**config.mk**
```make
export PLATFORM = sky130hd
export DESIGN_NAME = cstk_queue
export DESIGN_NICKNAME = d
export VERILOG_FILES = /design/src/rtl/cstk_pkg.sv /design/src/rtl/cstk_queue.sv
export SDC_FILE = /design/constraint.sdc
export NUM_CORES = 1
export LEC_CHECK = 0
export BUFFER_PORTS_ARGS = -buffer_cell sky130_fd_sc_hd__buf_2
export CORE_ASPECT_RATIO = 1.5
export CORE_MARGIN = 2
export CORE_UTILIZATION = 40
export CTS_CLUSTER_SIZE = 40
export DETAILED_ROUTE_END_ITERATION = 6
export SLEW_MARGIN = 20
export SYNTH_ARGS = -nofsm -noshare
export SYNTH_HDL_FRONTEND = slang
export SYNTH_SLANG_ARGS = --single-unit
export TNS_END_PERCENT = 30
```
**constraint.sdc**
```tcl
create_clock -name clk -period 5.9 [get_ports clk]
set_input_delay 0.59 -clock clk [delete_from_list [all_inputs] [get_ports clk]]
set_output_delay 0.59 -clock clk [all_outputs]
set_load 0.005 [all_outputs]
```
**src/rtl/cstk_pkg.sv**
```systemverilog
// ----------------------------------------------------------------------------
// Cosine similarity top-K package
// Shared sizes, codes and the job record passed from front to back.
// ----------------------------------------------------------------------------
package cstk_pkg;

	localparam int VECTOR_DIM  = 384;
	localparam int MAX_TOP_K   = 16;
	localparam int INDEX_BITS  = 16;

	localparam int ELEM_W      = 16;
	localparam int SIM_W       = 16;
	localparam int RANK_W      = 4;
	localparam int OP_W        = 2;
	localparam int TOPK_W      = 5;
	localparam int ACC_W       = 48;
	localparam int HALF_W      = ACC_W / 2;
	localparam int PROD_W      = 2 * ACC_W;
	localparam int ROOT_W      = ACC_W;
	localparam int FRAC_BITS   = 14;
	localparam int QUO_W       = ACC_W + FRAC_BITS;
	localparam int STEP_W      = $clog2(QUO_W + 1);

	localparam int CNT_W       = $clog2(VECTOR_DIM + 2);
	localparam int ADDR_W      = (VECTOR_DIM > 1) ? $clog2(VECTOR_DIM) : 1;
	localparam int KCNT_W      = $clog2(MAX_TOP_K + 1);
	localparam int KIDX_W      = (MAX_TOP_K > 1) ? $clog2(MAX_TOP_K) : 1;

	localparam int QUEUE_DEPTH = 4;
	localparam int QPTR_W      = $clog2(QUEUE_DEPTH);

	localparam logic [SIM_W-1:0]  ONE_Q14     = SIM_W'(16384);
	localparam logic [TOPK_W-1:0] TOP_K_RESET = TOPK_W'(16);

	typedef enum logic [OP_W-1:0] {
		OP_QUERY  = 2'd0,
		OP_CORPUS = 2'd1,
		OP_FINISH = 2'd2
	} op_t;

	typedef enum logic [2:0] {
		ST_IDLE,
		ST_MUL,
		ST_SQRT,
		ST_DIV,
		ST_CLAMP,
		ST_INSERT,
		ST_EMIT
	} back_state_t;

	typedef struct packed {
		logic                   finish;
		logic                   len_ok;
		logic [INDEX_BITS-1:0]  index;
		logic signed [ACC_W-1:0] dot;
		logic [ACC_W-1:0]       qnorm;
		logic [ACC_W-1:0]       cnorm;
	} job_t;

endpackage

```
**src/rtl/cstk_queue.sv**
```systemverilog
// ----------------------------------------------------------------------------
// Cosine similarity top-K job queue
// Short queue of finished vectors and finish markers between front and back.
// ----------------------------------------------------------------------------
module cstk_queue (
	input  logic           clk,
	input  logic           arst_n,
	input  logic           push,
	input  cstk_pkg::job_t push_job,
	output logic           space,
	input  logic           pop,
	output cstk_pkg::job_t pop_job,
	output logic           not_empty
);
	import cstk_pkg::*;

	job_t              slots [QUEUE_DEPTH];
	logic [QPTR_W-1:0] wr_q;
	logic [QPTR_W-1:0] rd_q;
	logic [QPTR_W:0]   count_q;

	// One slot stays free for the transaction still in the front's
	// accumulate stage.
	assign space     = count_q < (QPTR_W + 1)'(QUEUE_DEPTH - 1);
	assign not_empty = count_q != '0;
	assign pop_job   = slots[rd_q];

	always_ff @(posedge clk) begin
		if (push) begin
			slots[wr_q] <= push_job;
		end
	end

	always_ff @(posedge clk or negedge arst_n) begin
		if (!arst_n) begin
			wr_q    <= '0;
			rd_q    <= '0;
			count_q <= '0;
		end else begin
			if (push) begin
				wr_q <= wr_q + 1'b1;
			end
			if (pop) begin
				rd_q <= rd_q + 1'b1;
			end
			case ({push, pop})
				2'b10:   count_q <= count_q + 1'b1;
				2'b01:   count_q <= count_q - 1'b1;
				default: count_q <= count_q;
			endcase
		end
	end

`ifndef NO_ASSERTIONS
	a_no_overflow: assert property (@(posedge clk) disable iff (!arst_n)
		push |-> (count_q < (QPTR_W + 1)'(QUEUE_DEPTH)))
		else $error("job queue overflow");
	a_no_underflow: assert property (@(posedge clk) disable iff (!arst_n)
		pop |-> (count_q != '0))
		else $error("job queue underflow");
	a_count_range: assert property (@(posedge clk) disable iff (!arst_n)
		count_q <= (QPTR_W + 1)'(QUEUE_DEPTH))
		else $error("job queue count beyond depth");
`endif

endmodule

```
# --- After elaboration in Yosys (flattened, before gate mapping) ---
# Memory sizes are Yosys's and may differ from the RTL's.
# Cells that the tools add are included.
word_totals:
  mem_bits_rw: 648
  n_memories: 1
  mem_bits_ro: 0
  latchBits: 0
  regBits: 7
  elab_cells: 16
classes:
  shifts: 0
  mul: 0
  n_mux: 3
  eq_ne: 2
  add_sub_neg: 4
  div_mod_pow: 0
  n_lt_le_gt_ge: 1
  bitwise_logic: 0
  n_reduce_logical: 2
mem_list:
  columns: ["memory", "words", "word_bits", "rd", "rd_clocked_by_memory_dff", "wr", "line_no", "source"]
  rows:
  - ["slots", 4, 162, 1, 0, 1, "cstk_queue.sv:17", "job_t slots [QUEUE_DEPTH];"]
op_table:
  columns: ["operator", "n"]
  rows:
  - ["$pmux 3 s2", 1]
  - ["$add 2x1->2 const B", 2]
  - ["$add 3x1->3 const B", 1]
  - ["$lt 3x2->1 const B", 1]
  - ["$reduce_bool 3->1", 1]
  - ["$sub 3x1->3 const B", 1]
  - ["$eq 2x1->1 const B", 1]
  - ["$eq 2x2->1 const B", 1]
  - ["$mux 1", 2]
  - ["$reduce_bool 2->1", 1]

# --- Depth between registers and ports, before layout ---
logic_depth:
  ltp_word: 2
  mapped_depth: 7
  mapped_depth_nobuf: 7

# --- Worst setup path before layout ---
# OpenSTA, ideal clock, no wires.
synth_timing:
  path_kind: "reg-to-reg"
  from: "reg wr_q[0]"
  to: "mem slots[0][0] (netlist bit), enable pin"
  path_stages_with_launch: 4
  setup_time_ns: 0.541
  arrival_ns: 4.319
  path_slack_ns: 1.040
  required_time_ns: 5.359
  path_cell_list: "dfrtp_1 > inv_1 > ha_1 > and2_1"
synth_rtl:
  columns: ["element", "line_no", "source"]
  rows:
  - ["from (decl)", "cstk_queue.sv:18", "logic [QPTR_W-1:0] wr_q;"]
  - ["from (signal assigned)", "cstk_queue.sv:41", "wr_q <= wr_q + 1'b1;"]
  - ["to (decl)", "cstk_queue.sv:17", null]
# Straight into the memory's write port.

==> results.md <==
- The average instance in the mapped netlist occupies 26.9 um^2.
- The count of instances resized after the clock tree is built is 0.
- The post-synthesis cell area is around 24000 um^2.
- In this run the vertical extent of the chip is slightly above 300 um.
- The class of the tightest hold or removal check is input pin to flip-flop.
- The number of buffers added by the clock tree synthesis step is between 50 and 60.
- The count of nets left with antenna violations after detail routing is 0.
- Walking the worst path, the cells encountered are buf_4 > mux4_2 > buf_2.
- The clock slew seen by the registers of the worst setup and hold paths is roughly 0.070 ns.
- The data required time of the critical path is around 5.3 ns.
- The number of top-level pins is between 300 and 400.
- Of the cells placed in the final design, the portion with a size suffix greater than 1 is 0.461.
- Setup violations remaining at the end of the flow were counted as 0.
- The width of the die is between 200 and 250 um.
- The total negative setup slack is 0 ns.
- The maximum frequency from static timing analysis is 291 MHz.
- The arrival time of the worst setup path is between 2 and 3 ns.
- The run finished with clean final reports.
- For the pin with the worst max-slew slack, the measured transition is around 0.94 ns.
- The fraction of the cycle the final worst path needs is 0.583.
- The first global-routing pass estimated just under 70 mm of wire.
- The initial cell density of the core is 0.404.
- The floorplan row count is between 100 and 150.
- The count of filler cells inserted in the layout is roughly 4800.
- The cell count after synthesis is between 800 and 900.
- The hold slack is roughly 0.2 ns.
- The cell area power density is 490 nW/um^2.
- CTS saw roughly 660 sinks.
- Counting along the longest clock path gives a buffer depth of 3.
- The largest net degree at the start of global routing is 77.
- For this block, the routed nets add up to roughly 47 mm of wire.
- The final critical-path required period is between 3 and 4 ns.
- The die covers slightly above 60000 um^2.
- The half-perimeter wire length after placement is approximately 28 mm.
- The peak per-stage delay on the critical path is between 1 and 1.5 ns.
- In the final routed layout, each cell accounts on average for about 22 um.
- The global placer's final weighted congestion is approximately 0.7.
- The number of maximum-capacitance violations is 0.
- The final layout contains approximately 1400 nets.
- The count of distinct cell types in the synthesized netlist is 19.
- Across all layers, the routed design uses between 10000 and 15000 vias.
- The most used flip-flop cell after synthesis is sky130_fd_sc_hd__edfxtp_1.
- The area growth from synthesis to layout is 19.4%.
- The worst setup path is of the flip-flop to output port kind.
- Counting every net in the synthesized netlist gives roughly 1100.
- Across every metal layer, demand over resource in global routing totals 0.151.
- Along the worst path, the maximum fanout reaches 56.
- After synthesis, the cell types taking the most area are sky130_fd_sc_hd__edfxtp_1 82%, sky130_fd_sc_hd__mux4_2 15%, sky130_fd_sc_hd__dfrtp_1 0.74%.
- The worst setup path is launched from a flip-flop.
- The proportion of netlist area held by the largest area contributor is 0.820.
- Setup repair after global routing left no endpoint under its margin.
- The cell with the largest stage delay on the worst path is sky130_fd_sc_hd__dfrtp_4.
- For flop-to-flop paths, the worst setup slack is approximately 3.5 ns.
- The via count of the first global-routing pass is 11200.
- The library cell with the highest instance count after synthesis is sky130_fd_sc_hd__edfxtp_1.
- The buffering stage count on the worst path with inverters included is 2.
- The source-to-sink clock delay at the later pin of the worst-skew pair is approximately 0.6 ns.
- The via count normalized by instance count is around 5.
- The number of synthesized flops with an enable pin is about 650.
- The commonest cells after synthesis are 648 x sky130_fd_sc_hd__edfxtp_1, 162 x sky130_fd_sc_hd__mux4_2, 12 x sky130_fd_sc_hd__buf_2.
- The worst-case IR drop observed on VDD is about 0.32 mV.
- The placeable core region is about 60000 um^2.
- The share of flip-flops with an asynchronous set or reset after synthesis is 0.0107.
- The number of DRC markers after the initial detailed-route iteration is about 400.
- For this run the aggregate overflow at the end of global routing stands at 0.
- Measured on the finished design, the core utilization comes to 0.482.
- The length of the first detailed-routing pass in iterations is 4.
- The clock tree synthesis step divided the H-tree into 2 levels.
- The yosys synthesis warning count is 0.
- The root buffer cell is sky130_fd_sc_hd__clkbuf_16.
- In the routed design, unresolved DRC markers number 0.
- The clock tree from TritonCTS is yes.
- The synthesized design contains 655 register bits.
- In this run the tool buffered the top-level ports with approximately 330 buffer cells.
- The number of antenna violations at the first check in global routing was 8.
- The count of final hold-check violations was 0.
- The worst pin sits at a relative slew slack of 0.376.
- In this run the static leakage power is between 9 and 10 nW.
- Clock skew on the completed layout was measured at between 0.02 and 0.025 ns.
- Of all cell types, the one taking the most synthesized area is sky130_fd_sc_hd__edfxtp_1.
- The gate family responsible for the most delay along the worst path is flip-flops.
- The total count of max-transition violations in the final report was 0.
- The register area share after synthesis is 0.827.
- The critical path capture point type is an output port.
[final cells by class]
class | instances | area (um^2) | share of cell area
tap | 777 | 972 | 0.0343
multi-input combinational | 186 | 3850 | 0.136
sequential | 655 | 19600 | 0.693
antenna | 7 | 17.5 | 0.000618
timing repair buffer | 344 | 1860 | 0.0657
inverter | 6 | 22.5 | 0.000795
clock buffer | 76 | 1620 | 0.0573
clock inverter | 33 | 345 | 0.0122
[flip-flops by register name, indices dropped and copies added (netlist names)]
name	cells
wr_q	2
count_q	3
slots	648
rd_q	2
[path summary, 6_finish.rpt]
check | startpoint | endpoint | cells after the start
max | rd_q[1] | pop_job[112] | 3
min | push_job[18] | slots[0][18] | 1
max reg2reg | wr_q[0] | slots[2][45] | 4
min reg2reg | count_q[2] | count_q[2] | 1
max in group asynchronous | arst_n | rd_q[0] | 2
min in group asynchronous | arst_n | rd_q[1] | 2
[routing by layer]
layer	track usage	up-vias	part of all wire
met5	0	-	0.00028
met4	0.0594	2	0.033
met3	0.0362	86	0.060
met2	0.263	289	0.53
met1	0.182	5482	0.38
li1	-	4583	-
[layout by cell type, fill, tap and decap left out, types with 3 or more instances in the layout]
master and instances:
sky130_fd_sc_hd__and2_4 4, sky130_fd_sc_hd__buf_12 8, sky130_fd_sc_hd__buf_2 329, sky130_fd_sc_hd__buf_4 6, sky130_fd_sc_hd__bufinv_16 7, sky130_fd_sc_hd__clkbuf_1 11, sky130_fd_sc_hd__clkbuf_16 61, sky130_fd_sc_hd__clkbuf_8 4
sky130_fd_sc_hd__clkinv_1 10, sky130_fd_sc_hd__clkinv_2 11, sky130_fd_sc_hd__clkinvlp_4 3, sky130_fd_sc_hd__dfrtp_1 5, sky130_fd_sc_hd__diode_2 7, sky130_fd_sc_hd__edfxtp_1 648, sky130_fd_sc_hd__ha_1 5, sky130_fd_sc_hd__inv_1 6
sky130_fd_sc_hd__mux4_2 162, sky130_fd_sc_hd__nand2_1 3, sky130_fd_sc_hd__xor2_1 4
[where the power goes]
group          total, mW  switching [mW]  internal [mW]
Combinational       3.64            1.85           1.78
Sequential          6.39           0.310           6.08
Clock               3.84            1.60           2.24
[kinds of logic (layout without fill, tap and decap cells)]
kind of cell,after synthesis,in the layout,synth area share
simple gates,9,9,0.00195
other cells,0,7,0
xor+xnor,6,6,0.00221
mux,162,162,0.154
buf+inv,42,459,0.0109
compound gates,3,3,0.000632
flops,655,655,0.827
fa+ha+maj,6,6,0.00348
[per-stage QoR]
stage               power [mW]  instance area [um^2]  worst slack [ns]  std cells
global route              14.5                 28300              2.29       2082
detailed placement        10.3                 26300              2.78       1966
global placement          10.2                 26300              2.78       1966
finish                    13.9                 28300              2.46       2084
floorplan                 8.77                 23700              1.04        883
CTS                       14.2                 28300              2.12       2076
[what timing repair did]
item | CTS | global route
setup buffers | 0 | 0
hold buffers | 1 | 0
endpoints found under the setup margin | 0 | 0
hold endpoints to repair | 7 | 0
Note: power is estimated with default switching activity, not from simulation.
