===== config.mk =====
export PLATFORM = sky130hd
export DESIGN_NAME = cstk_back_flat
export DESIGN_NICKNAME = d
export VERILOG_FILES = /design/src/rtl/cstk_pkg.sv /design/src/rtl/cstk_if.sv /design/src/rtl/cstk_back.sv /design/src/flat_wrapper.sv
export SDC_FILE = /design/constraint.sdc
export NUM_CORES = 2
export LEC_CHECK = 0
export BUFFER_PORTS_ARGS = -buffer_cell sky130_fd_sc_hd__buf_2
export CAP_MARGIN = 0
export CORE_MARGIN = 5
export CORE_UTILIZATION = 45
export CTS_BUF_LIST = sky130_fd_sc_hd__clkbuf_4
export DETAILED_ROUTE_END_ITERATION = 6
export GPL_TIMING_DRIVEN = 0
export MAX_ROUTING_LAYER = met4
export SLEW_MARGIN = 20
export SYNTH_ARGS = -nofsm -noshare
export SYNTH_HDL_FRONTEND = slang
export SYNTH_SLANG_ARGS = --single-unit

===== constraint.sdc =====
create_clock -name clk -period 14.4 [get_ports clk]
set_input_delay 0.72 -clock clk [delete_from_list [all_inputs] [get_ports clk]]
set_output_delay 0.72 -clock clk [all_outputs]
set_load 0.03 [all_outputs]

===== src/rtl/cstk_pkg.sv =====
// ----------------------------------------------------------------------------
// Cosine similarity top-K package
// Shared sizes, codes and the job record passed from front to back.
// ----------------------------------------------------------------------------
package cstk_pkg;

	localparam int VECTOR_DIM  = 384;
	localparam int MAX_TOP_K   = 16;
	localparam int INDEX_BITS  = 16;

	localparam int ELEM_W      = 16;
	localparam int SIM_W       = 16;
	localparam int RANK_W      = 4;
	localparam int OP_W        = 2;
	localparam int TOPK_W      = 5;
	localparam int ACC_W       = 48;
	localparam int HALF_W      = ACC_W / 2;
	localparam int PROD_W      = 2 * ACC_W;
	localparam int ROOT_W      = ACC_W;
	localparam int FRAC_BITS   = 14;
	localparam int QUO_W       = ACC_W + FRAC_BITS;
	localparam int STEP_W      = $clog2(QUO_W + 1);

	localparam int CNT_W       = $clog2(VECTOR_DIM + 2);
	localparam int ADDR_W      = (VECTOR_DIM > 1) ? $clog2(VECTOR_DIM) : 1;
	localparam int KCNT_W      = $clog2(MAX_TOP_K + 1);
	localparam int KIDX_W      = (MAX_TOP_K > 1) ? $clog2(MAX_TOP_K) : 1;

	localparam int QUEUE_DEPTH = 4;
	localparam int QPTR_W      = $clog2(QUEUE_DEPTH);

	localparam logic [SIM_W-1:0]  ONE_Q14     = SIM_W'(16384);
	localparam logic [TOPK_W-1:0] TOP_K_RESET = TOPK_W'(16);

	typedef enum logic [OP_W-1:0] {
		OP_QUERY  = 2'd0,
		OP_CORPUS = 2'd1,
		OP_FINISH = 2'd2
	} op_t;

	typedef enum logic [2:0] {
		ST_IDLE,
		ST_MUL,
		ST_SQRT,
		ST_DIV,
		ST_CLAMP,
		ST_INSERT,
		ST_EMIT
	} back_state_t;

	typedef struct packed {
		logic                   finish;
		logic                   len_ok;
		logic [INDEX_BITS-1:0]  index;
		logic signed [ACC_W-1:0] dot;
		logic [ACC_W-1:0]       qnorm;
		logic [ACC_W-1:0]       cnorm;
	} job_t;

endpackage


===== src/rtl/cstk_if.sv =====


interface cstk_out_if;
	import cstk_pkg::*;
	logic                     valid;
	logic                     ready;
	logic [RANK_W-1:0]        rank;
	logic [INDEX_BITS-1:0]    corpus_index;
	logic signed [SIM_W-1:0]  similarity;
	logic                     last_result;
	modport source (output valid, rank, corpus_index, similarity, last_result, input ready);
	modport sink (input valid, rank, corpus_index, similarity, last_result, output ready);
endinterface



===== src/rtl/cstk_back.sv =====
// ----------------------------------------------------------------------------
// Cosine similarity top-K back end
// Computes the Q2.14 similarity, keeps the sorted list and emits it.
// ----------------------------------------------------------------------------
module cstk_back (
	input  logic                        clk,
	input  logic                        arst_n,
	input  logic                        not_empty,
	input  cstk_pkg::job_t              pop_job,
	output logic                        pop,
	input  logic [cstk_pkg::TOPK_W-1:0] top_k,
	cstk_out_if.source                  results
);
	import cstk_pkg::*;

	back_state_t state_q;
	back_state_t state_d;
	logic [STEP_W-1:0]       step_q;
	logic signed [ACC_W-1:0] dot_q;
	logic [ACC_W-1:0]        an_q;
	logic [ACC_W-1:0]        bn_q;
	logic [ACC_W-1:0]        mag;
	logic [INDEX_BITS-1:0]   idx_q;
	logic [PROD_W-1:0]       prod_q;
	logic [HALF_W-1:0]       mul_a;
	logic [HALF_W-1:0]       mul_b;
	logic [2*HALF_W-1:0]     pp;
	logic [PROD_W-1:0]       pp_sh;
	logic [ROOT_W-1:0]       root_q;
	logic [ROOT_W+1:0]       rem_q;
	logic [ROOT_W+1:0]       rem_sh;
	logic [ROOT_W+1:0]       trial;
	logic                    sq_ge;
	logic [QUO_W-1:0]        dvd_q;
	logic [QUO_W-1:0]        quo_q;
	logic [ROOT_W-1:0]       drem_q;
	logic [ROOT_W:0]         drem_sh;
	logic [ROOT_W:0]         drem_sub;
	logic                    div_ge;
	logic                    neg_q;
	logic [SIM_W-1:0]        sim_mag;
	logic signed [SIM_W-1:0] sim_q;

	logic [INDEX_BITS-1:0]   best_idx_q [MAX_TOP_K];
	logic signed [SIM_W-1:0] best_sim_q [MAX_TOP_K];
	logic [KCNT_W-1:0]       best_cnt_q;
	logic [KCNT_W-1:0]       ptr_q;
	logic [KCNT_W-1:0]       k_eff;
	logic [KCNT_W-1:0]       n_eff;
	logic [KCNT_W-1:0]       pos;
	logic [KCNT_W-1:0]       new_n;
	logic                    emit_load;

	logic                    out_valid_q;
	logic [RANK_W-1:0]       out_rank_q;
	logic [INDEX_BITS-1:0]   out_idx_q;
	logic signed [SIM_W-1:0] out_sim_q;
	logic                    out_last_q;

	always_comb begin
		if (int'(top_k) > MAX_TOP_K) begin
			k_eff = KCNT_W'(MAX_TOP_K);
		end else begin
			k_eff = KCNT_W'(top_k);
		end
		n_eff = (best_cnt_q < k_eff) ? best_cnt_q : k_eff;
		new_n = (n_eff < k_eff) ? n_eff + 1'b1 : k_eff;
		// The list is sorted best first, so the lowest entry that is worse
		// than the new value is the insertion point; equal values stay ahead.
		pos = n_eff;
		for (int i = MAX_TOP_K - 1; i >= 0; i--) begin
			if ((KCNT_W'(i) < n_eff) && (best_sim_q[i] < sim_q)) begin
				pos = KCNT_W'(i);
			end
		end
	end

	// Norm product in four 24x24 partial products.
	always_comb begin
		case (step_q[1:0])
			2'd0: begin
				mul_a = an_q[HALF_W-1:0];
				mul_b = bn_q[HALF_W-1:0];
			end
			2'd1: begin
				mul_a = an_q[HALF_W-1:0];
				mul_b = bn_q[ACC_W-1:HALF_W];
			end
			2'd2: begin
				mul_a = an_q[ACC_W-1:HALF_W];
				mul_b = bn_q[HALF_W-1:0];
			end
			default: begin
				mul_a = an_q[ACC_W-1:HALF_W];
				mul_b = bn_q[ACC_W-1:HALF_W];
			end
		endcase
		pp = mul_a * mul_b;
		case (step_q[1:0])
			2'd0:    pp_sh = PROD_W'(pp);
			2'd3:    pp_sh = PROD_W'(pp) << ACC_W;
			default: pp_sh = PROD_W'(pp) << HALF_W;
		endcase
	end

	always_comb begin
		rem_sh   = {rem_q[ROOT_W-1:0], prod_q[PROD_W-1 -: 2]};
		trial    = {root_q, 2'b01};
		sq_ge    = rem_sh >= trial;
		drem_sh  = {drem_q, dvd_q[QUO_W-1]};
		div_ge   = drem_sh >= {1'b0, root_q};
		drem_sub = drem_sh - {1'b0, root_q};
		mag      = dot_q[ACC_W-1] ? unsigned'(-dot_q) : unsigned'(dot_q);
		sim_mag  = (quo_q > QUO_W'(ONE_Q14)) ? ONE_Q14 : quo_q[SIM_W-1:0];
	end

	always_ff @(posedge clk or negedge arst_n) begin
		if (!arst_n) begin
			state_q <= ST_IDLE;
		end else begin
			state_q <= state_d;
		end
	end

	always_comb begin
		state_d   = state_q;
		pop       = 1'b0;
		emit_load = 1'b0;
		case (state_q)
			ST_IDLE: begin
				if (not_empty) begin
					pop = 1'b1;
					if (pop_job.finish) begin
						state_d = ST_EMIT;
					end else if (!pop_job.len_ok || (pop_job.qnorm == '0) ||
						(pop_job.cnorm == '0)) begin
						state_d = ST_INSERT;
					end else begin
						state_d = ST_MUL;
					end
				end
			end
			ST_MUL: begin
				if (step_q == STEP_W'(3)) begin
					state_d = ST_SQRT;
				end
			end
			ST_SQRT: begin
				if (step_q == STEP_W'(ROOT_W - 1)) begin
					state_d = ST_DIV;
				end
			end
			ST_DIV: begin
				if (step_q == STEP_W'(QUO_W - 1)) begin
					state_d = ST_CLAMP;
				end
			end
			ST_CLAMP: begin
				state_d = ST_INSERT;
			end
			ST_INSERT: begin
				state_d = ST_IDLE;
			end
			ST_EMIT: begin
				if (ptr_q == n_eff) begin
					state_d = ST_IDLE;
				end else begin
					emit_load = !out_valid_q || results.ready;
				end
			end
			default: begin
				state_d = ST_IDLE;
			end
		endcase
	end

	always_ff @(posedge clk or negedge arst_n) begin
		if (!arst_n) begin
			step_q     <= '0;
			best_cnt_q <= '0;
			ptr_q      <= '0;
		end else begin
			step_q <= (state_d != state_q) ? '0 : step_q + 1'b1;
			if (state_q == ST_IDLE) begin
				ptr_q <= '0;
			end else if (emit_load) begin
				ptr_q <= ptr_q + 1'b1;
			end
			if ((state_q == ST_INSERT) && (pos < k_eff)) begin
				best_cnt_q <= new_n;
			end else if ((state_q == ST_EMIT) && (ptr_q == n_eff)) begin
				best_cnt_q <= '0;
			end
		end
	end

	always_ff @(posedge clk) begin
		case (state_q)
			ST_IDLE: begin
				if (pop) begin
					dot_q  <= pop_job.dot;
					an_q   <= pop_job.qnorm;
					bn_q   <= pop_job.cnorm;
					idx_q  <= pop_job.index;
					prod_q <= '0;
					rem_q  <= '0;
					root_q <= '0;
					sim_q  <= '0;
				end
			end
			ST_MUL: begin
				prod_q <= prod_q + pp_sh;
			end
			ST_SQRT: begin
				prod_q <= prod_q << 2;
				rem_q  <= sq_ge ? rem_sh - trial : rem_sh;
				root_q <= {root_q[ROOT_W-2:0], sq_ge};
				if (state_d == ST_DIV) begin
					neg_q  <= dot_q[ACC_W-1];
					dvd_q  <= {mag, {FRAC_BITS{1'b0}}};
					drem_q <= '0;
					quo_q  <= '0;
				end
			end
			ST_DIV: begin
				dvd_q  <= dvd_q << 1;
				drem_q <= div_ge ? drem_sub[ROOT_W-1:0] : drem_sh[ROOT_W-1:0];
				quo_q  <= {quo_q[QUO_W-2:0], div_ge};
			end
			ST_CLAMP: begin
				sim_q <= neg_q ? -signed'(sim_mag) : signed'(sim_mag);
			end
			default: begin
			end
		endcase
	end

	always_ff @(posedge clk) begin
		if ((state_q == ST_INSERT) && (pos < k_eff)) begin
			for (int i = 0; i < MAX_TOP_K; i++) begin
				if (KCNT_W'(i) == pos) begin
					best_idx_q[i] <= idx_q;
					best_sim_q[i] <= sim_q;
				end else if ((i > 0) && (KCNT_W'(i) > pos)) begin
					best_idx_q[i] <= best_idx_q[(i > 0) ? i - 1 : 0];
					best_sim_q[i] <= best_sim_q[(i > 0) ? i - 1 : 0];
				end
			end
		end
	end

	always_ff @(posedge clk or negedge arst_n) begin
		if (!arst_n) begin
			out_valid_q <= 1'b0;
		end else if (emit_load) begin
			out_valid_q <= 1'b1;
		end else if (results.ready) begin
			out_valid_q <= 1'b0;
		end
	end

	always_ff @(posedge clk) begin
		if (emit_load) begin
			out_rank_q <= RANK_W'(ptr_q);
			out_idx_q  <= best_idx_q[ptr_q[KIDX_W-1:0]];
			out_sim_q  <= best_sim_q[ptr_q[KIDX_W-1:0]];
			out_last_q <= (ptr_q + 1'b1) == n_eff;
		end
	end

	assign results.valid        = out_valid_q;
	assign results.rank         = out_rank_q;
	assign results.corpus_index = out_idx_q;
	assign results.similarity   = out_sim_q;
	assign results.last_result  = out_last_q;

`ifndef NO_ASSERTIONS
	a_list_size: assert property (@(posedge clk) disable iff (!arst_n)
		best_cnt_q <= KCNT_W'(MAX_TOP_K))
		else $error("best list holds more entries than its capacity");
	a_emit_ptr: assert property (@(posedge clk) disable iff (!arst_n)
		(state_q == ST_EMIT) |-> (ptr_q <= n_eff))
		else $error("emit pointer ran past the list");
	a_pop_idle: assert property (@(posedge clk) disable iff (!arst_n)
		pop |-> ((state_q == ST_IDLE) && not_empty))
		else $error("job taken outside the idle state");
`endif

endmodule


===== src/flat_wrapper.sv =====
// flat-port wrapper written by rule: the top's interface ports become plain ports
module cstk_back_flat import cstk_pkg::*;
  (clk, arst_n, not_empty, pop_job, pop, top_k, results_valid, results_rank, results_corpus_index, results_similarity, results_last_result, results_ready);
  cstk_out_if results_i ();
  input  logic clk;
  input  logic arst_n;
  input  logic not_empty;
  input  cstk_pkg::job_t pop_job;
  output logic pop;
  input  logic [cstk_pkg::TOPK_W-1:0] top_k;
  output wire logic [$bits(results_i.valid)-1:0] results_valid;
  output wire logic [$bits(results_i.rank)-1:0] results_rank;
  output wire logic [$bits(results_i.corpus_index)-1:0] results_corpus_index;
  output wire logic [$bits(results_i.similarity)-1:0] results_similarity;
  output wire logic [$bits(results_i.last_result)-1:0] results_last_result;
  input wire logic [$bits(results_i.ready)-1:0] results_ready;
  assign results_valid = results_i.valid;
  assign results_rank = results_i.rank;
  assign results_corpus_index = results_i.corpus_index;
  assign results_similarity = results_i.similarity;
  assign results_last_result = results_i.last_result;
  assign results_i.ready = results_ready;
  cstk_back u_core (.clk(clk), .arst_n(arst_n), .not_empty(not_empty), .pop_job(pop_job), .pop(pop), .top_k(top_k), .results(results_i));
endmodule

Yosys cells after proc, flatten, opt, wreduce, memory -nomap -nowiden

Memory sizes are Yosys's and may differ from the RTL's. A register that Yosys moved wholly into a read port is not among the register bits.
Cells that the tools add are included.

Bits in latches: 0
Output and inout port bits: 39
Memory bits (read-only): 0
Memories: 2
Logic and storage cells: 388
Flip-flop bits (word level): 566
Bits in writable memories: 512

Memory list:

| name              | words | bits a word | read ports | clocked after Yosys merged registers in | write ports | RTL line        | source |
|---|---|---|---|---|---|---|---|
| u_core.best_idx_q | 16    | 16          | 16         | 1                                       | 16          | cstk_back.sv:44 | `logic [INDEX_BITS-1:0] best_idx_q [MAX_TOP_K];` |
| u_core.best_sim_q | 16    | 16          | 17         | 1                                       | 16          | cstk_back.sv:45 | `logic signed [SIM_W-1:0] best_sim_q [MAX_TOP_K];` |

Multipliers: 1
Eq/ne operators: 33
Muxes and demuxes: 198
Shifts and indexed selects: 0
$lt $le $gt $ge: 54
Reductions and logical operators: 43
Add/subtract/negate cells: 8
Div/mod/pow operators: 0
Bitwise logic cells: 30

Operators with widths:

| kind                 | number |
|---|---|
| $mux 16              | 33 |
| $mux 48              | 6 |
| $pmux 48 s2          | 3 |
| $pmux 96 s3          | 1 |
| $lt 16x16->1         | 16 |
| $pmux 62 s2          | 2 |
| $pmux 96 s2          | 1 |
| $mux 62              | 2 |
| $mux 5               | 23 |
| $mux 1               | 114 |
| $add 96x96->96       | 1 |
| $logic_not 48->1     | 2 |
| $mux 96              | 1 |
| $sub 48x48->48       | 2 |
| $gt 62x15->1 const B | 1 |
| $ge 50x50->1         | 1 |
| $ge 49x48->1         | 1 |
| $mul 24x24->48       | 1 |
| $mux 24              | 2 |
| $neg 48->48          | 1 |
| $eq 4x5->1 const A   | 8 |
| $gt 4x5->1 const A   | 8 |
| $lt 4x5->1 const A   | 8 |
| $pmux 16 s2          | 1 |
| other kinds (39)     | 128 |

Longest topological paths before layout

Word-level depth: 28
Depth in mapped cells: 50

Worst setup path after synthesis

OpenSTA, ideal clock, no wires.

Kind: flip-flop to flip-flop
Start point: register u_core.step_q[0]
End point: register u_core.prod_q[88], data pin
Data arrival time: 11.307 ns
Path slack: 2.827 ns
Setup time: 0.267 ns
Period minus slack after synthesis: 11.573 ns
Stages on the path, launching flop included: 48
Cells stage by stage: dfrtp_1 -> inv_1 -> ha_1 -> nor2_1 -> buf_1 -> clkbuf_1 -> mux2i_1 -> clkbuf_1 -> nor2_1 -> fa_1 -> fa_1 -> inv_1 -> fa_1 -> inv_1 -> fa_1 -> inv_1 -> fa_1 -> inv_1 -> [12 not listed] -> a21boi_0 -> o21ai_0 -> xnor2_1 -> a22o_1 -> ha_1 -> a21oi_1 -> o21bai_1 -> a21o_1 -> a2111oi_0 -> o31ai_1 -> a41oi_1 -> o21ai_0 -> a31o_2 -> a311oi_1 -> o21bai_1 -> a21oi_1 -> xor2_1 -> o21ai_0

Longest elaborated chain between the ends: 7
Elaborated cells between the ends (all ways): 12
Those cells by class: add/sub: 1; mul: 1; eq/ne: 3; mux: 4; reduce/logical: 3

RTL lines:

| what                                     | RTL line         | source |
|---|---|---|
| start, declared                          | cstk_back.sv:18  | `logic [STEP_W-1:0] step_q;` |
| start signal, assigned                   | cstk_back.sv:183 | `step_q <= (state_d != state_q) ? '0 : step_q + 1'b1;` |
| $eq 2x1->1, or another cell as far along | cstk_back.sv:80  | `case (step_q[1:0])` |
| $reduce_or 2->1 (no source line)         | -                |  |
| $mux 24                                  | cstk_back.sv:80  |  |
| $mul 24x24->48                           | cstk_back.sv:98  | `pp = mul_a * mul_b;` |
| $pmux 96 s2 (*)                          | cstk_back.sv:99  | `case (step_q[1:0])` |
| $add 96x96->96 (*)                       | cstk_back.sv:212 | `prod_q <= prod_q + pp_sh;` |
| $pmux 96 s3 (*)                          | cstk_back.sv:198 | `case (state_q)` |
| end signal, assigned                     | cstk_back.sv:212 |  |
| end signal, assigned                     | cstk_back.sv:215 | `prod_q <= prod_q << 2;` |
| end, declared                            | cstk_back.sv:24  | `logic [PROD_W-1:0] prod_q;` |

Mark *: on every way between the ends. The rest lies on a longest branch, timed or not.
A chain may end at the register's enable or synchronous reset.

Final worst setup path

Start point: register u_core.step_q[0]
End point: register u_core.prod_q[95], data pin

Same word-level chain as after synthesis.

==> results.yml <==
detailed_routing:
  drt-initial-drc-count: 5604
  routed_via_density: 5.80
  postRouteAntennaNets: 0
  dr.pass1.iters: 7
  drt-total-wl_mm: 269
  wl_per_cell_um: 23.9
  drc: 3
  via_count: 65477
critical_path:
  cp_max_fo: 10
  crit_path_frequent_cell: "fa_1"
  critical_path_required_ps: 15350
  reg2reg_from: "u_core.step_q[0]"
  cpMaxStageDelayCell: "a2111oi_0"
  rr_worst_depth: 45
  r2r_slack_ps: 550
  worstSetupPathType: "flop to flop"
  worstPathArrival_ps: 14800
  cp-end-kind: "flop"
  slowest_delay_ps: 700
  r2r_end: "u_core.prod_q[95]"
  start_kind: "flop"
run_status:
  outcome: "complete, but fails checks"
  violations: "design-rule violations"
sta:
  fin_worst_skew_ps: 217
  final.setup.tns_ps: 0
  fmax_ghz: 0.0722
  tightest_slew_ps: 1250
  finalCritPeriodShare: 0.962
  hold_viol: 0
  rsz0062_at_grt: "true"
  slew_headroom: 0.162
  drv_slew: 0
  setup_viol: 0
  period_needed_ps: 13850
placed_design:
  dpl.hpwl_mm: 199
  placed_area_um2: 89500
  placed_cells: 10471
  portBuffers: 208
  place.gp.congestion: 0.940
floorplan:
  die-area_um2: 197000
  start_util: 0.452
  fp-row-count: 159
  die_w_um: 444
  die_height_um: 444
  ioPinCount: 210
  core_area_um2: 187000
hold_path:
  hold_end: "u_core.dot_q[46]"
  hold_class: "input port to flop"
  hp-start: "pop_job[142]"
  whs_path_depth: 2
cells_and_area:
  final_area_um2: 96300
  fin_nets: 9848
  drive_gt1_frac: 0.173
  layout-area-overhead-vs-synth_pct: 13.8
  stdcell_count: 11285
synthesis:
  syn_avg_cell_area_um2: 10.9
  synth.top_cell.area_share: 0.382
  synth_area_leader_cell: "edfxtp_1"
  mappedNetlistNets: 9021
  netlist_instances: 7738
  async_flop_share: 0.0182
  ys_seq_elements: 1096
  synth.top_cells.by_area: "edfxtp_1 38%, fa_1 11%, ha_1 9.3%"
  synthDistinctLibCells: 97
  synth_area_um2: 84600
  ys_seq_area_frac: 0.388
  yosys_most_used_dff: "edfxtp_1"
  synth-edff-count: 1076
  synth_warnings: 0
clocking:
  root_buffer: "clkbuf_4"
  cts_tree: "yes"
  cts_buffer_depth: 4
  clock_sinks: 1096
  clk_pin_slew_ps: 60
  post-cts-setup-buffer-count: 0
  clock_latency_ps: 1420
  htreeDepth: 5
  cts_inserted_buffers: 328
global_routing:
  grt_pass1_vias: 66023
  track_usage: 0.275
  grt_pass1_wl_mm: 405
  grt.overflow.total: 0
  grt_start_max_net_pins: 85
  antenna_found_initial: 20
flow_run:
  maxCapViolCount: 0
[metal layers]
metal | part of all wire | vias to the layer above | routed length, um | track usage
met5 | 0 | - | 0 | -
met4 | 0.054 | 0 | 14700 | 0.136
met3 | 0.074 | 710 | 20000 | 0.0524
met2 | 0.45 | 2679 | 123000 | 0.420
met1 | 0.42 | 32598 | 112000 | 0.354
li1 | - | 29490 | - | -
[logic make-up after synthesis]
logic type	synth area share
simple gates	0.110
compound gates	0.106
fa+ha+maj	0.207
flops	0.388
buf+inv	0.0486
mux	0.110
xor+xnor	0.0302
[worst max-delay path by stage]
stage                     startpoint  slack (ps)                end
CTS                 u_core.step_q[0]          20  u_core.prod_q[88]
floorplan           u_core.step_q[0]        2830  u_core.prod_q[88]
finish              u_core.step_q[0]         550  u_core.prod_q[95]
global placement    u_core.step_q[0]       -1590  u_core.prod_q[88]
global route        u_core.step_q[1]         -20  u_core.prod_q[88]
detailed placement  u_core.step_q[0]       -1190  u_core.prod_q[88]
[synthesized netlist by cell type, drive strengths merged (23+ instances only)]
| master | instances |
|---|---|
| nor3 | 62 |
| nand2 | 754 |
| and3 | 31 |
| o21bai | 47 |
| xor2 | 141 |
| o21ai | 440 |
| nand2b | 57 |
| inv | 722 |
| mux2i | 93 |
| o31ai | 32 |
| a22o | 38 |
| a21oi | 361 |
| nor4 | 51 |
| nor2b | 51 |
| xnor2 | 151 |
| ha | 628 |
| or3 | 23 |
| clkbuf | 283 |
| a21o | 175 |
| nand4 | 85 |
| and2 | 129 |
| fa | 484 |
| a31oi | 44 |
| mux2 | 423 |
| nor2 | 628 |
| nand3 | 90 |
| edfxtp | 1076 |
| mux4 | 160 |
| a211oi | 39 |
| buf | 75 |
| o21a | 55 |
[final cells by class]
class,instances,area [um^2]
sequential,1096,32800
timing repair buffer,498,4170
tap,2495,3120
fill,16976,91100
antenna,21,52.6
clock inverter,62,327
inverter,723,2720
buffer,357,1540
clock buffer,472,3540
multi-input combinational,5561,48000
[critical path: cells and delay by family (launching register included)]
family	cells	cell delay (ps)
fa+ha+maj	10	4070
mux	1	590
simple gates	6	1530
buf+inv	8	1320
flops	1	410
xor+xnor	1	150
compound gates	19	5440
[per-stage QoR]
step	worst slack, ps	hold WS, ps	utilization
after floorplan	2830	423	-
after global placement	-1590	454	0.474
after detailed placement	-1190	459	0.478
after CTS	23.0	0.0628	0.513
after global routing	-21.7	72.0	0.514
final	549	177	0.514
[registers in the layout, summed over array words and instances (netlist names), 6 cells and up]
signal and cells:
u_core.results.corpus_index 16, u_core.dvd_q 48, u_core.idx_q 16, u_core.drem_q 48
u_core.bn_q 48, u_core.best_idx_q 256, u_core.best_sim_q 256, u_core.dot_q 48
u_core.root_q 48, u_core.an_q 48, u_core.prod_q 96, u_core.results.similarity 16
u_core.step_q 6, u_core.sim_q 16, u_core.quo_q 62, u_core.rem_q 48
[repair_timing]
item | 4_1_cts | 5_1_grt
gates cloned | 0 | 0
endpoints found under the setup margin | 32 | 24
hold buffers | 260 | 0
pin swaps | 0 | 0
hold endpoints to repair | 212 | 0
gates resized for setup | 32 | 87
[layout by cell type (no fill, tap or decap), types with 47 or more instances in the layout]
master,instances
a21o_1,175
a21oi_1,356
and2_1,128
buf_2,248
clkbuf_1,232
clkbuf_4,485
clkinv_1,51
dlygate4sd3_1,259
edfxtp_1,1076
fa_1,484
ha_1,628
inv_1,716
mux2_2,421
mux2i_1,61
mux4_2,160
nand2_1,751
nand2b_1,56
nand3_1,90
nand4_1,85
nor2_1,626
nor2b_1,51
nor3_1,61
o21a_1,55
o21ai_0,432
o21bai_1,47
xnor2_1,150
xor2_1,141
Power is left out: the tool's default activity adds up to more than one toggle a clock period on the data nets, which glitch-free logic cannot reach.
